==> src/sv/hsec_pkg.sv <==
// hsec_pkg: widths, stage and result types, and codeword layout helpers
// for the hamming single error correct core; depends on nothing
package hsec_pkg;

   localparam int CW_W    = 62;
   localparam int DATA_W  = 56;
   localparam int SYN_W   = 6;
   localparam int BYTES_W = 3;
   localparam int LEN_W   = 6;
   localparam int POS_W   = 6;

   // input stage register contents
   typedef struct packed {
      logic [CW_W-1:0]    cw;
      logic [LEN_W-1:0]   len;
      logic [BYTES_W-1:0] bytes;
   } stage_type;

   // one decoded result beat
   typedef struct packed {
      logic [DATA_W-1:0] data_out;
      logic [SYN_W-1:0]  syndrome;
      logic              corrected;
      logic              uncorrectable;
   } result_type;

   // codeword length for 1..7 data bytes
   function automatic logic [LEN_W-1:0] code_len(input logic [BYTES_W-1:0] bytes);
      logic [LEN_W-1:0] len;
      case (bytes)
         3'd1:    len = 6'd12;
         3'd2:    len = 6'd21;
         3'd3:    len = 6'd29;
         3'd4:    len = 6'd38;
         3'd5:    len = 6'd46;
         3'd6:    len = 6'd54;
         3'd7:    len = 6'd62;
         default: len = 6'd12;
      endcase
      return len;
   endfunction

   // positions (counting from 1) covered by check bit k
   function automatic logic [CW_W-1:0] cover_mask(input int k);
      logic [CW_W-1:0] mask;
      mask = '0;
      for (int p = 1; p <= CW_W; p++) begin
         if (((p >> k) & 1) == 1) mask[p-1] = 1'b1;
      end
      return mask;
   endfunction

   // field bit of the i-th data position, first data position is i = 0
   function automatic logic [POS_W-1:0] data_pos(input int i);
      int cnt;
      int pos;
      cnt = 0;
      pos = 0;
      for (int p = 1; p <= CW_W; p++) begin
         if ((p & (p - 1)) != 0) begin
            if (cnt == i) pos = p - 1;
            cnt++;
         end
      end
      return POS_W'(pos);
   endfunction

endpackage

==> src/sv/hsec_req_if.sv <==
// hsec_req_if: codeword channel, valid/ready with the received codeword
// depends on hsec_pkg for the field width
interface hsec_req_if;
   logic                       valid;
   logic                       ready;
   logic [hsec_pkg::CW_W-1:0]  codeword;

   modport source (output valid, output codeword, input ready);
   modport sink   (input valid, input codeword, output ready);
endinterface

==> src/sv/hsec_rsp_if.sv <==
// hsec_rsp_if: result channel, valid/ready with data and error status
// depends on hsec_pkg for the field widths
interface hsec_rsp_if;
   logic                         valid;
   logic                         ready;
   logic [hsec_pkg::DATA_W-1:0]  data_out;
   logic [hsec_pkg::SYN_W-1:0]   syndrome;
   logic                         corrected;
   logic                         uncorrectable;

   modport source (output valid, output data_out, output syndrome,
                   output corrected, output uncorrectable, input ready);
   modport sink   (input valid, input data_out, input syndrome,
                   input corrected, input uncorrectable, output ready);
endinterface

==> src/sv/hamming_single_error_correct_core.sv <==
// hamming_single_error_correct_core: top level, csr register, input and
// result registers; depends on hsec_pkg, hsec_req_if, hsec_rsp_if,
// hsec_syndrome and hsec_extract

// Decodes one Hamming codeword per beat: check bits sit at the power-of-two
// positions, position p is codeword bit p-1, and the length (12, 21, 29, 38,
// 46, 54 or 62) follows from the data byte count in the csr (zero reads as
// one, values above MAX_DATA_BYTES saturate). A syndrome within the codeword
// flips that bit and sets corrected; a syndrome beyond it sets uncorrectable
// and leaves the data untouched. The path from request beat to result beat
// is one input register, then parity trees, flip and packing feeding the
// result register. Throughput is one codeword per cycle while rsp ready
// holds; a new request enters an empty input register while a finished
// result still waits. Write the csr only while no beat is in flight.
module hamming_single_error_correct_core #(
   parameter int MAX_DATA_BYTES = 7
) (
   input  logic                           clock,
   input  logic                           reset,
   input  logic                           csr_wr_en,
   input  logic [hsec_pkg::BYTES_W-1:0]   csr_wr_data,
   hsec_req_if.sink                       req_chan,
   hsec_rsp_if.source                     rsp_chan
);

   localparam logic [hsec_pkg::BYTES_W-1:0] MAX_BYTES = hsec_pkg::BYTES_W'(MAX_DATA_BYTES);

   // csr
   logic [hsec_pkg::BYTES_W-1:0] data_bytes_ff;
   logic [hsec_pkg::BYTES_W-1:0] eff_bytes;

   // pipeline
   hsec_pkg::stage_type   stage_ff, stage_in;
   logic                  stage_valid_ff;
   hsec_pkg::result_type  result_ff, result_in;
   logic                  result_valid_ff;
   logic                  result_adv;
   logic                  stage_adv;
   logic [hsec_pkg::SYN_W-1:0] syndrome;

   // config register, reset to one data byte
   always_ff @(posedge clock) begin
      if (reset) begin
         data_bytes_ff <= 3'd1;
      end else if (csr_wr_en) begin
         data_bytes_ff <= csr_wr_data;
      end
   end

   // clamp to 1..MAX_DATA_BYTES
   always_comb begin
      eff_bytes = data_bytes_ff;
      if (eff_bytes == '0) eff_bytes = 3'd1;
      if (eff_bytes > MAX_BYTES) eff_bytes = MAX_BYTES;
   end

   // result register moves when empty or taken; stage moves when result does
   assign result_adv     = !result_valid_ff || rsp_chan.ready;
   assign stage_adv      = !stage_valid_ff || result_adv;
   assign req_chan.ready = stage_adv;

   // mask off bits beyond the codeword on the way in
   always_comb begin
      stage_in.len   = hsec_pkg::code_len(eff_bytes);
      stage_in.bytes = eff_bytes;
      stage_in.cw    = req_chan.codeword &
                       ((hsec_pkg::CW_W'(1) << stage_in.len) - hsec_pkg::CW_W'(1));
   end

   always_ff @(posedge clock) begin
      if (reset) begin
         stage_valid_ff <= 1'b0;
      end else if (stage_adv) begin
         stage_valid_ff <= req_chan.valid;
      end
   end

   always_ff @(posedge clock) begin
      if (stage_adv && req_chan.valid) begin
         stage_ff <= stage_in;
      end
   end

   hsec_syndrome u_syndrome (
      .cw       (stage_ff.cw),
      .syndrome (syndrome)
   );

   hsec_extract u_extract (
      .stage    (stage_ff),
      .syndrome (syndrome),
      .result   (result_in)
   );

   always_ff @(posedge clock) begin
      if (reset) begin
         result_valid_ff <= 1'b0;
      end else if (result_adv) begin
         result_valid_ff <= stage_valid_ff;
      end
   end

   always_ff @(posedge clock) begin
      if (result_adv && stage_valid_ff) begin
         result_ff <= result_in;
      end
   end

   assign rsp_chan.valid         = result_valid_ff;
   assign rsp_chan.data_out      = result_ff.data_out;
   assign rsp_chan.syndrome      = result_ff.syndrome;
   assign rsp_chan.corrected     = result_ff.corrected;
   assign rsp_chan.uncorrectable = result_ff.uncorrectable;

   // a flip and an uncorrectable flag never come together
   a_flags_exclusive: assert property (@(posedge clock) disable iff (reset)
      rsp_chan.valid |-> !(rsp_chan.corrected && rsp_chan.uncorrectable))
      else $error("corrected and uncorrectable both set");

   // clean syndrome means no status flags
   a_zero_syndrome_clean: assert property (@(posedge clock) disable iff (reset)
      (rsp_chan.valid && (rsp_chan.syndrome == '0)) |->
         (!rsp_chan.corrected && !rsp_chan.uncorrectable))
      else $error("status flag with zero syndrome");

   // no output stall means the input side is open
   a_no_stall_ready: assert property (@(posedge clock) disable iff (reset)
      rsp_chan.ready |-> req_chan.ready)
      else $error("request side blocked without result backpressure");

   // an accepted beat reaches the result register via the input register when unstalled
   a_latency: assert property (@(posedge clock) disable iff (reset)
      (req_chan.valid && req_chan.ready && rsp_chan.ready) ##1 rsp_chan.ready
         |=> rsp_chan.valid)
      else $error("accepted beat did not reach the result register");

endmodule

==> src/sv/hsec_syndrome.sv <==
// hsec_syndrome: parity trees over the masked codeword, one per check bit
// depends on hsec_pkg
module hsec_syndrome (
   input  logic [hsec_pkg::CW_W-1:0]  cw,
   output logic [hsec_pkg::SYN_W-1:0] syndrome
);

   // positions beyond the codeword are zero, so full-width masks suffice
   always_comb begin
      for (int k = 0; k < hsec_pkg::SYN_W; k++) begin
         syndrome[k] = ^(cw & hsec_pkg::cover_mask(k));
      end
   end

endmodule

==> src/sv/hsec_extract.sv <==
// hsec_extract: single bit flip, data bit packing and right alignment
// depends on hsec_pkg
module hsec_extract (
   input  hsec_pkg::stage_type         stage,
   input  logic [hsec_pkg::SYN_W-1:0]  syndrome,
   output hsec_pkg::result_type        result
);

   logic                        in_range;
   logic                        do_flip;
   logic [hsec_pkg::CW_W-1:0]   flip_vec;
   logic [hsec_pkg::CW_W-1:0]   cw_fix;
   logic [hsec_pkg::DATA_W-1:0] packed_all;
   logic [hsec_pkg::BYTES_W-1:0] pad_bytes;
   logic [hsec_pkg::POS_W-1:0]  shift_amt;

   assign in_range = (syndrome <= stage.len);
   assign do_flip  = (syndrome != '0) && in_range;
   assign flip_vec = do_flip ? (hsec_pkg::CW_W'(1) << (syndrome - 6'd1)) : '0;
   assign cw_fix   = stage.cw ^ flip_vec;

   // first data position lands in the msb
   for (genvar i = 0; i < hsec_pkg::DATA_W; i++) begin : g_pack
      assign packed_all[hsec_pkg::DATA_W-1-i] = cw_fix[hsec_pkg::data_pos(i)];
   end

   // unused data positions are zero and fall off the bottom
   assign pad_bytes = 3'd7 - stage.bytes;
   assign shift_amt = {pad_bytes, 3'b000};

   always_comb begin
      result.data_out      = packed_all >> shift_amt;
      result.syndrome      = syndrome;
      result.corrected     = do_flip;
      result.uncorrectable = (syndrome != '0) && !in_range;
   end

endmodule

==> src/flat_wrapper.sv <==
// flat-port wrapper written by rule: the top's interface ports become plain ports
module hamming_single_error_correct_core_flat 
#(
   parameter int MAX_DATA_BYTES = 7
)
  (clock, reset, csr_wr_en, csr_wr_data, req_chan_valid, req_chan_codeword, req_chan_ready, rsp_chan_valid, rsp_chan_data_out, rsp_chan_syndrome, rsp_chan_corrected, rsp_chan_uncorrectable, rsp_chan_ready);
  hsec_req_if req_chan_i ();
  hsec_rsp_if rsp_chan_i ();
  input  logic clock;
  input  logic reset;
  input  logic csr_wr_en;
  input  logic [hsec_pkg::BYTES_W-1:0] csr_wr_data;
  input wire logic [$bits(req_chan_i.valid)-1:0] req_chan_valid;
  input wire logic [$bits(req_chan_i.codeword)-1:0] req_chan_codeword;
  output wire logic [$bits(req_chan_i.ready)-1:0] req_chan_ready;
  output wire logic [$bits(rsp_chan_i.valid)-1:0] rsp_chan_valid;
  output wire logic [$bits(rsp_chan_i.data_out)-1:0] rsp_chan_data_out;
  output wire logic [$bits(rsp_chan_i.syndrome)-1:0] rsp_chan_syndrome;
  output wire logic [$bits(rsp_chan_i.corrected)-1:0] rsp_chan_corrected;
  output wire logic [$bits(rsp_chan_i.uncorrectable)-1:0] rsp_chan_uncorrectable;
  input wire logic [$bits(rsp_chan_i.ready)-1:0] rsp_chan_ready;
  assign req_chan_i.valid = req_chan_valid;
  assign req_chan_i.codeword = req_chan_codeword;
  assign req_chan_ready = req_chan_i.ready;
  assign rsp_chan_valid = rsp_chan_i.valid;
  assign rsp_chan_data_out = rsp_chan_i.data_out;
  assign rsp_chan_syndrome = rsp_chan_i.syndrome;
  assign rsp_chan_corrected = rsp_chan_i.corrected;
  assign rsp_chan_uncorrectable = rsp_chan_i.uncorrectable;
  assign rsp_chan_i.ready = rsp_chan_ready;
  hamming_single_error_correct_core #(.MAX_DATA_BYTES(MAX_DATA_BYTES)) u_core (.clock(clock), .reset(reset), .csr_wr_en(csr_wr_en), .csr_wr_data(csr_wr_data), .req_chan(req_chan_i), .rsp_chan(rsp_chan_i));
endmodule
==> config.mk <==
export PLATFORM = sky130hd
export DESIGN_NAME = hamming_single_error_correct_core_flat
export DESIGN_NICKNAME = d
export VERILOG_FILES = /design/src/sv/hsec_pkg.sv /design/src/sv/hsec_req_if.sv /design/src/sv/hsec_rsp_if.sv /design/src/sv/hamming_single_error_correct_core.sv /design/src/sv/hsec_syndrome.sv /design/src/sv/hsec_extract.sv /design/src/flat_wrapper.sv
export SDC_FILE = /design/constraint.sdc
export NUM_CORES = 1
export LEC_CHECK = 0
export BUFFER_PORTS_ARGS = -buffer_cell sky130_fd_sc_hd__buf_2
export CAP_MARGIN = 20
export CORE_MARGIN = 2
export CORE_UTILIZATION = 58
export DETAILED_ROUTE_END_ITERATION = 10
export GPL_ROUTABILITY_DRIVEN = 0
export HOLD_SLACK_MARGIN = 0.05
export PLACE_DENSITY = 0.82
export SYNTH_ARGS = -nofsm -noshare
export SYNTH_HDL_FRONTEND = slang
export SYNTH_SLANG_ARGS = --single-unit
export TNS_END_PERCENT = 1
==> constraint.sdc <==
create_clock -name clock -period 5.2 [get_ports clock]
set_input_delay 1.04 -clock clock [delete_from_list [all_inputs] [get_ports clock]]
set_output_delay 1.04 -clock clock [all_outputs]
set_load 0.005 [all_outputs]
Yosys cells after proc, flatten, opt, wreduce, memory -nomap -nowiden

Cells that the tools add are included.

Register bits after elaboration: 140
Input port bits: 70
Output and inout bits: 66
Logic and storage cells: 47

Add/subtract/negate cells: 3
$lt $le $gt $ge: 2
Equality and inequality tests: 6
Shifts and indexed selects: 3
Muxes and demuxes: 4
Bitwise gates (word level): 2
Reduce and logical (&&, ||, !) cells: 17

Operator list:

| cell                    | number |
|---|---|
| $reduce_xor A62 Y1      | 6 |
| $shl A1 B6 Y62 const A  | 2 |
| $and A62 B62 Y62        | 1 |
| $mux W62                | 1 |
| $sub A62 B1 Y62 const B | 1 |
| $xor A62 B62 Y62        | 1 |
| $shr A56 B6 Y56         | 1 |
| $pmux W6 S6             | 1 |
| $eq A3 B3 Y1 const B    | 4 |
| $eq A3 B2 Y1 const B    | 2 |
| $le A6 B6 Y1            | 1 |
| $mux W3                 | 2 |
| $reduce_bool A6 Y1      | 1 |
| $sub A6 B1 Y6 const B   | 1 |
| $logic_and A1 B1 Y1     | 4 |
| $gt A3 B3 Y1 const B    | 1 |
| $logic_not A1 Y1        | 3 |
| $logic_not A3 Y1        | 1 |
| $sub A3 B3 Y3 const A   | 1 |
| $logic_or A1 B1 Y1      | 2 |

Depth between registers and ports, before layout

Gate-level depths: netlist (run 1).

Depth after elaboration: 9
Mapped depth: 17
Mapped depth without buffers: 15

Hierarchy

From an unflattened synthesis (run 1), not the netlist that was laid out.

Cell total of the unflattened synthesis: 757
Area total of the unflattened synthesis: 8,727.1 um^2

By module, submodules not included:

| module                            | times used | cells each | area each (um^2) | sequential area each (um^2) |
|---|---|---|---|---|
| hamming_single_error_correct_core | 1          | 231        | 4,663.2          | 4,063.9 |
| hsec_extract                      | 1          | 437        | 2,945.3          | 0.0 |
| hsec_syndrome                     | 1          | 89         | 1,118.6          | 0.0 |

Least setup slack after synthesis (run 1)

Ideal clock, no wire load.

Kind: in2reg
From: input rsp_chan_ready
To: register u_core.result_ff (netlist bit u_core.rsp_chan.corrected) (enable)
Arrival: 3.966 ns
Required time: 4.706 ns
Setup slack: 0.740 ns
Cell stages on the path: 2
Path buffers: 0
Cells stage by stage: nor2b_1 > nor2b_1

Word-level cells in the longest chain between the ends: 2

RTL lines:

| what                 | RTL line                                 | source |
|---|---|---|
| from (decl)          | flat_wrapper.sv:21                       | `input wire logic [$bits(rsp_chan_i.ready)-1:0] rsp_chan_ready;` |
| $logic_or A1 B1 Y1   | hamming_single_error_correct_core.sv:58  | `assign result_adv = !result_valid_ff \|\| rsp_chan.ready;` |
| $logic_and A1 B1 Y1  | hamming_single_error_correct_core.sv:104 | `if (result_adv && stage_valid_ff) begin` |
| to (signal assigned) | hamming_single_error_correct_core.sv:105 | `result_ff <= result_in;` |
| to (decl)            | hamming_single_error_correct_core.sv:35  | `hsec_pkg::result_type result_ff, result_in;` |

Every way passes these cells.
A chain may end at the register's enable or synchronous reset.

==> flow_metrics.py, run 1 <==
metrics = {
    "status": {
        "run_status": "complete, no violations",
    },
    "detailed_routing": {
        "avgRoutedWirePerCell_um": 21.29,
        "final_antenna_net_count": 0,
        "num_vias": 6502,
        "drt-vias-per-instance": 6.240,
        "wl_um": 22180,
        "dr.pass1.iters": 6,
        "route.detailed.drc": 0,
        "dr.first_iter.drc_count": 821,
    },
    "final_layout": {
        "nNetsFinal": 922,
        "diodes": 0,
        "drive_above_1_share_pct": 25.06,
        "multiInputGateArea_um2": 4245,
        "fill_cells": 1019,
        "synthToLayoutAreaGrowth_pct": 17.05,
        "layout_common_cells": "135 x buf_2, 132 x edfxtp_1, 101 x xnor2_1, 61 x nor2_1, 42 x nor3_1",
        "ff_latch_area_um2": 4064,
        "final_common_cell": "buf_2",
    },
    "power_and_ir_drop": {
        "power_mw": 4.775,
        "intPower_mw": 2.861,
        "swShare_pct": 40.09,
        "clock_power_share_pct": 24.0,
        "p_switching_mw": 1.914,
        "power_density_nw_per_um2": 482.3,
        "p_comb_share_pct": 46.2,
        "vdd_drop_max_v": 0.0003818,
        "pwr-share-seq_pct": 29.8,
        "cellLeakagePower_nw": 3.879,
    },
    "worst_setup_path": {
        "cp-start-kind": "flop",
        "rr_endpoint": "u_core.rsp_chan.data_out[6]",
        "rr_worst_depth": 13,
        "critPathCaptureType": "flop",
        "critPathKind": "reg2reg",
        "required_ns": 5.38,
        "cp-endpoint": "u_core.rsp_chan.data_out[6]",
        "critical_path_arrival_ns": 5.05,
        "critical_path.max_fanout": 8,
        "rr_startpoint": "u_core.stage_ff[66]",
        "critPathLaunch": "u_core.stage_ff[66]",
        "r2r_setup_slack_ns": 0.32,
    },
    "clock_tree": {
        "clock-sinks": 137,
        "cts_root_buffer": "clkbuf_16",
        "clock_path_buffers": 2,
        "cts_tree": "done",
        "cts_max_level": 4,
        "clk_latency_ns": 0.43,
        "cts_buffers": 17,
        "clk_pin_slew_ns": 0.06,
        "hold_buffers": 0,
    },
    "sta": {
        "setup_viol": 0,
        "slew_headroom_pct": 29.88,
        "max_freq_mhz": 205.1,
        "rsz0062_at_grt": "false",
        "slew_viol_final": 0,
        "finalCritPeriodShare_pct": 93.77,
        "final.setup.worst_slack_ns": 0.3239,
        "worst_clock_skew_ns": 0.008201,
        "hold_violations": 0,
        "min_period_ns": 4.876,
        "worst_pin_slew_ns": 1.050,
        "fin_setup_tns_ns": 0,
    },
    "synth": {
        "ys_ff_latch": 137,
        "syn_area_per_cell_um2": 11.80,
        "yosys.area.top_type_share_pct": 46.86,
        "synth-edff-count": 132,
        "ys_top_cells_by_area": "edfxtp_1 47%, xnor2_1 11%, mux4_2 4.5%, xnor3_1 4.0%, and2_1 3.0%",
        "synth_flop_cell": "edfxtp_1",
        "syn_inst": 717,
        "yosysWarnings": 0,
        "yosysUniqueCellTypes": 59,
        "synthArstFlopShare_pct": 0,
        "yosysSeqAreaShare_pct": 48.04,
        "synth_top_area_cell": "edfxtp_1",
        "syn_area_um2": 8459,
    },
    "placed_design": {
        "port_buffers": 135,
        "dp_slack_ns": 0.1771,
        "post-dp-hpwl_um": 16810,
    },
    "floorplanning": {
        "die_h_um": 124.8,
        "core-area_um2": 14370,
        "die_x_um": 124.8,
        "io-pin-count": 136,
        "rows": 44,
        "initial_core_util_pct": 58.87,
        "die_area_um2": 15570,
    },
    "min_path": {
        "min_from": "u_core.stage_valid_ff",
        "hold_path_class": "reg2reg",
    },
    "global_route": {
        "grt_overflow": 0,
        "grt_pass1_vias": 6303,
        "grt_pass1_wl_um": 34940,
        "antenna_found_initial": 0,
        "grt_max_degree": 69,
        "grt_usage_pct": 29.17,
    },
    "flow_run": {
        "cap_violations": 0,
    },
}
## cell usage after synthesis (17+ instances only)
cell / count
and2_1: 40
nor3_1: 42
nand2_1: 21
nor2_1: 61
mux4_2: 17
mux2i_1: 17
xnor2_1: 102
clkbuf_1: 37
and3_1: 35
edfxtp_1: 132
xor2_1: 17
## critical path, stage by stage (launching register included)
cell and delay, ns:
edfxtp_1 0.45, xnor3_1 0.40, xnor3_1 0.26, xnor3_1 0.52, xor2_2 0.39, ha_1 0.32, a21o_1 0.17, a21oi_1 0.26
a32o_1 0.22, o21ai_1 0.11, or4_1 0.53, xnor2_2 0.39, a221oi_1 0.21, a222oi_1 0.39
## layer usage
layer  global-route usage [%]  routed length (um)
met5                        0                   0
met4                    13.75                 892
met3                    7.474                2331
met2                    46.29               10450
met1                    37.77                8506
## logic make-up after synthesis
| kind of cell | synth area share, % |
|---|---|
| other cells | 0.04433 |
| mux | 7.336 |
| simple gates | 15.35 |
| compound gates | 8.653 |
| flops | 48.04 |
| xor+xnor | 17.35 |
| fa+ha+maj | 1.035 |
| buf+inv | 2.189 |
## state kept, by name, summed over array words and instances (netlist names)
name	flops
u_core.data_bytes_ff	3
u_core.rsp_chan.corrected	1
u_core.rsp_chan.data_out	56
u_core.rsp_chan.syndrome	6
u_core.rsp_chan.uncorrectable	1
u_core.rsp_chan.valid	1
u_core.stage_ff	68
u_core.stage_valid_ff	1
## timing repair
action                                  CTS  global route
endpoints found under the setup margin    0             5
resized for setup                         0             2
setup buffers                             0             0
## stage by stage
| stage | hold WS [ns] | cell area [um^2] | utilization (%) | instances |
|---|---|---|---|---|
| after global routing | 0.5480 | 9902 | 68.91 | 1042 |
| after detailed placement | 0.5187 | 9324 | 64.89 | 1010 |
| final | 0.5290 | 9902 | 68.91 | 1042 |
| after global placement | 0.5061 | 9316 | 64.84 | 1009 |
| after CTS | 0.5311 | 9887 | 68.81 | 1042 |
| after floorplan | 0.4778 | 8471 | - | 720 |
## area by class of cell
class | count | area share, %
clock inverter | 13 | 1.314
multi-input combinational | 534 | 42.87
timing repair buffer | 148 | 7.809
tap | 184 | 2.325
clock buffer | 19 | 4.372
sequential | 137 | 41.04
inverter | 7 | 0.2654
## worst min path at each step
stage                                       end  slack, ns  cells after the start
final                     u_core.rsp_chan.valid       0.53                      2
after global routing      u_core.rsp_chan.valid       0.55                      2
after CTS                 u_core.rsp_chan.valid       0.53                      2
after detailed placement  u_core.rsp_chan.valid       0.52                      2
after global placement    u_core.rsp_chan.valid       0.51                      2
after floorplan           u_core.rsp_chan.valid       0.48                      2
## power by group through the flow
stage / Combinational [mW] / Sequential [mW] / Clock, mW
after floorplan: 1.55 / 1.43 / 0
after global placement: 2.04 / 1.44 / 0
after detailed placement: 2.12 / 1.45 / 0
after CTS: 2.13 / 1.42 / 1.16
after global routing: 2.35 / 1.43 / 1.21
final: 2.20 / 1.42 / 1.15
Power figures use the tool's default switching activity.
==> inputs of run 2 (changes only) <==
--- a/config.mk
+++ b/config.mk
@@ -13,6 +13,7 @@
 export GPL_ROUTABILITY_DRIVEN = 0
 export HOLD_SLACK_MARGIN = 0.05
 export PLACE_DENSITY = 0.82
+export REMOVE_ABC_BUFFERS = 1
 export SYNTH_ARGS = -nofsm -noshare
 export SYNTH_HDL_FRONTEND = slang
 export SYNTH_SLANG_ARGS = --single-unit
==> run 2 against run 1 <==
Combinational power hardly changed. Sequential cell count stayed put. Via count stayed put. Design area is 0.51% higher. Global-route usage is 0.33 points lower. Utilization is 0.35 points higher. Final cell count is 0.19% higher.
==> flow_metrics.py, run 2 (same netlist as run 1, synthesis figures left out) <==
metrics = {
    "flow_run": {
        "cap_violations": 0,
    },
    "power_and_ir_drop": {
        "intPower_mw": 2.934,
        "power_density_nw_per_um2": 488.0,
        "swShare_pct": 39.58,
        "p_comb_share_pct": 45.6,
        "p_switching_mw": 1.922,
        "cellLeakagePower_nw": 3.900,
        "vdd_drop_max_v": 0.0002719,
        "power_mw": 4.857,
        "pwr-share-seq_pct": 29.3,
        "clock_power_share_pct": 25.1,
    },
    "sta": {
        "setup_viol": 0,
        "worst_pin_slew_ns": 0.8326,
        "max_freq_mhz": 200.6,
        "fin_setup_tns_ns": 0,
        "final.setup.worst_slack_ns": 0.2158,
        "holdWs_ns": 0.5645,
        "worst_clock_skew_ns": 0.007058,
        "min_period_ns": 4.984,
        "hold_violations": 0,
        "finalCritPeriodShare_pct": 95.85,
        "slew_viol_final": 0,
        "slew_headroom_pct": 44.49,
        "rsz0062_at_grt": "false",
    },
    "worst_setup_path": {
        "rr_worst_depth": 13,
        "path_depth": 13,
        "critical_path_arrival_ns": 5.20,
        "rr_endpoint": "u_core.rsp_chan.data_out[6]",
        "r2r_setup_slack_ns": 0.22,
        "critical_path.max_fanout": 6,
        "slowest_stage": "xnor2_1",
        "rr_startpoint": "u_core.stage_ff[29]",
        "crit_buf_inv": 0,
        "critPathKind": "reg2reg",
        "cp-start-kind": "flop",
        "cp_slowest_stage_delay_ns": 0.59,
        "cp_cell_sequence": "xnor3_1 > xnor3_1 > xnor3_1 > xor2_1 > ha_1 > a21o_1 > a21oi_1 > a32o_1 > o21ai_1 > or4_1 > xnor2_1 > a221oi_1 > a222oi_1",
        "critPathCaptureType": "flop",
        "critPathLaunch": "u_core.stage_ff[29]",
        "path_common_cell": "xnor3_1",
        "required_ns": 5.41,
        "cp-endpoint": "u_core.rsp_chan.data_out[6]",
        "cpLargestDelayFamily": "XOR/XNOR gates",
    },
    "detailed_routing": {
        "route.detailed.drc": 0,
        "dr.first_iter.drc_count": 618,
        "num_vias": 6502,
        "wl_um": 21960,
        "drt-vias-per-instance": 6.228,
        "dr.pass1.iters": 7,
        "final_antenna_net_count": 0,
        "avgRoutedWirePerCell_um": 21.03,
    },
    "final_layout": {
        "regMostFlops": "u_core.stage_ff",
        "largest_register_ff_count": 68,
        "drive_above_1_share_pct": 25.58,
        "diodes": 0,
        "layout_common_cells": "135 x buf_2, 132 x edfxtp_1, 102 x xnor2_1, 61 x nor2_1, 42 x nor3_1",
        "nNetsFinal": 924,
        "final_common_cell": "buf_2",
        "synthToLayoutAreaGrowth_pct": 17.65,
        "fill_cells": 1047,
    },
    "min_path": {
        "hold_path_class": "reg2reg",
    },
    "floorplanning": {
        "io-pin-count": 136,
        "die_h_um": 124.8,
        "rows": 44,
        "initial_core_util_pct": 58.87,
        "die_area_um2": 15570,
        "core-area_um2": 14370,
        "die_x_um": 124.8,
    },
    "placed_design": {
        "dp_slack_ns": 0.3754,
        "port_buffers": 135,
        "post-dp-hpwl_um": 16440,
    },
    "clock_tree": {
        "clock-sinks": 137,
        "clock_path_buffers": 2,
        "cts_buffers": 17,
        "cts_max_level": 4,
        "cts_root_buffer": "clkbuf_16",
        "clk_pin_slew_ns": 0.06,
        "cts_tree": "done",
        "clk_latency_ns": 0.43,
        "hold_buffers": 0,
    },
    "status": {
        "run_status": "complete, no violations",
    },
    "global_route": {
        "grt_usage_pct": 28.84,
        "grt_pass1_vias": 6222,
        "grt_pass1_wl_um": 34360,
        "grt_overflow": 0,
        "grt_max_degree": 69,
        "antenna_found_initial": 0,
    },
}
run 2: worst min-delay path by stage:
stage | start | end | slack, ns | cells after the start
CTS | u_core.stage_valid_ff | u_core.rsp_chan.valid | 0.56 | 2
global route | u_core.stage_valid_ff | u_core.stage_valid_ff | 0.62 | 2
detailed placement | u_core.stage_valid_ff | u_core.rsp_chan.valid | 0.54 | 2
finish | u_core.stage_valid_ff | u_core.rsp_chan.valid | 0.56 | 2
floorplan | u_core.stage_valid_ff | u_core.rsp_chan.valid | 0.48 | 2
global placement | u_core.stage_valid_ff | u_core.rsp_chan.valid | 0.50 | 2
run 2: tightest hold or removal path, stage by stage (launching register included):
cell and delay, ns:
dfxtp_1 0.34, nor2_1 0.11, nor2_1 0.06
run 2: timing repair:
item | in CTS | in global routing
endpoints found under the setup margin | 0 | 1
buffers inserted | 0 | 0
resized for setup | 0 | 1
run 2: area by class of cell:
type / instances / area [um^2] / share of cell area [%]
Multi-Input combinational cell: 534 / 4237 / 42.57
Sequential cell: 137 / 4064 / 40.83
Timing Repair Buffer: 150 / 792.0 / 7.958
Clock buffer: 17 / 425.4 / 4.275
Tap cell: 184 / 230.2 / 2.313
Clock inverter: 15 / 177.7 / 1.785
Inverter: 7 / 26.28 / 0.2640
run 2: power groups by stage:
| stage | registers (mW) | logic, mW | clock network [mW] |
|---|---|---|---|
| final | 1.42 | 2.21 | 1.22 |
| after global routing | 1.43 | 2.38 | 1.28 |
| after CTS | 1.42 | 2.15 | 1.23 |
| after detailed placement | 1.44 | 2.14 | 0 |
| after global placement | 1.44 | 2.07 | 0 |
| after floorplan | 1.44 | 1.45 | 0 |
run 2: per-stage QoR:
step / instance area [um^2] / std cells / utilization (%)
2_1_floorplan: 8312 / 678 / -
3_3_place_gp: 9331 / 1011 / 64.94
3_5_place_dp: 9343 / 1012 / 65.02
4_1_cts: 9946 / 1044 / 69.22
5_1_grt: 9952 / 1044 / 69.26
6_report: 9952 / 1044 / 69.26
run 2: metal layers:
layer | wire length [um] | vias up | global-route usage, %
met3 | 2369 | 82 | 8.978
met5 | 0 | - | 0
met4 | 987 | 0 | 14.61
met2 | 10270 | 438 | 45.13
li1 | - | 2928 | -
met1 | 8329 | 3054 | 36.38
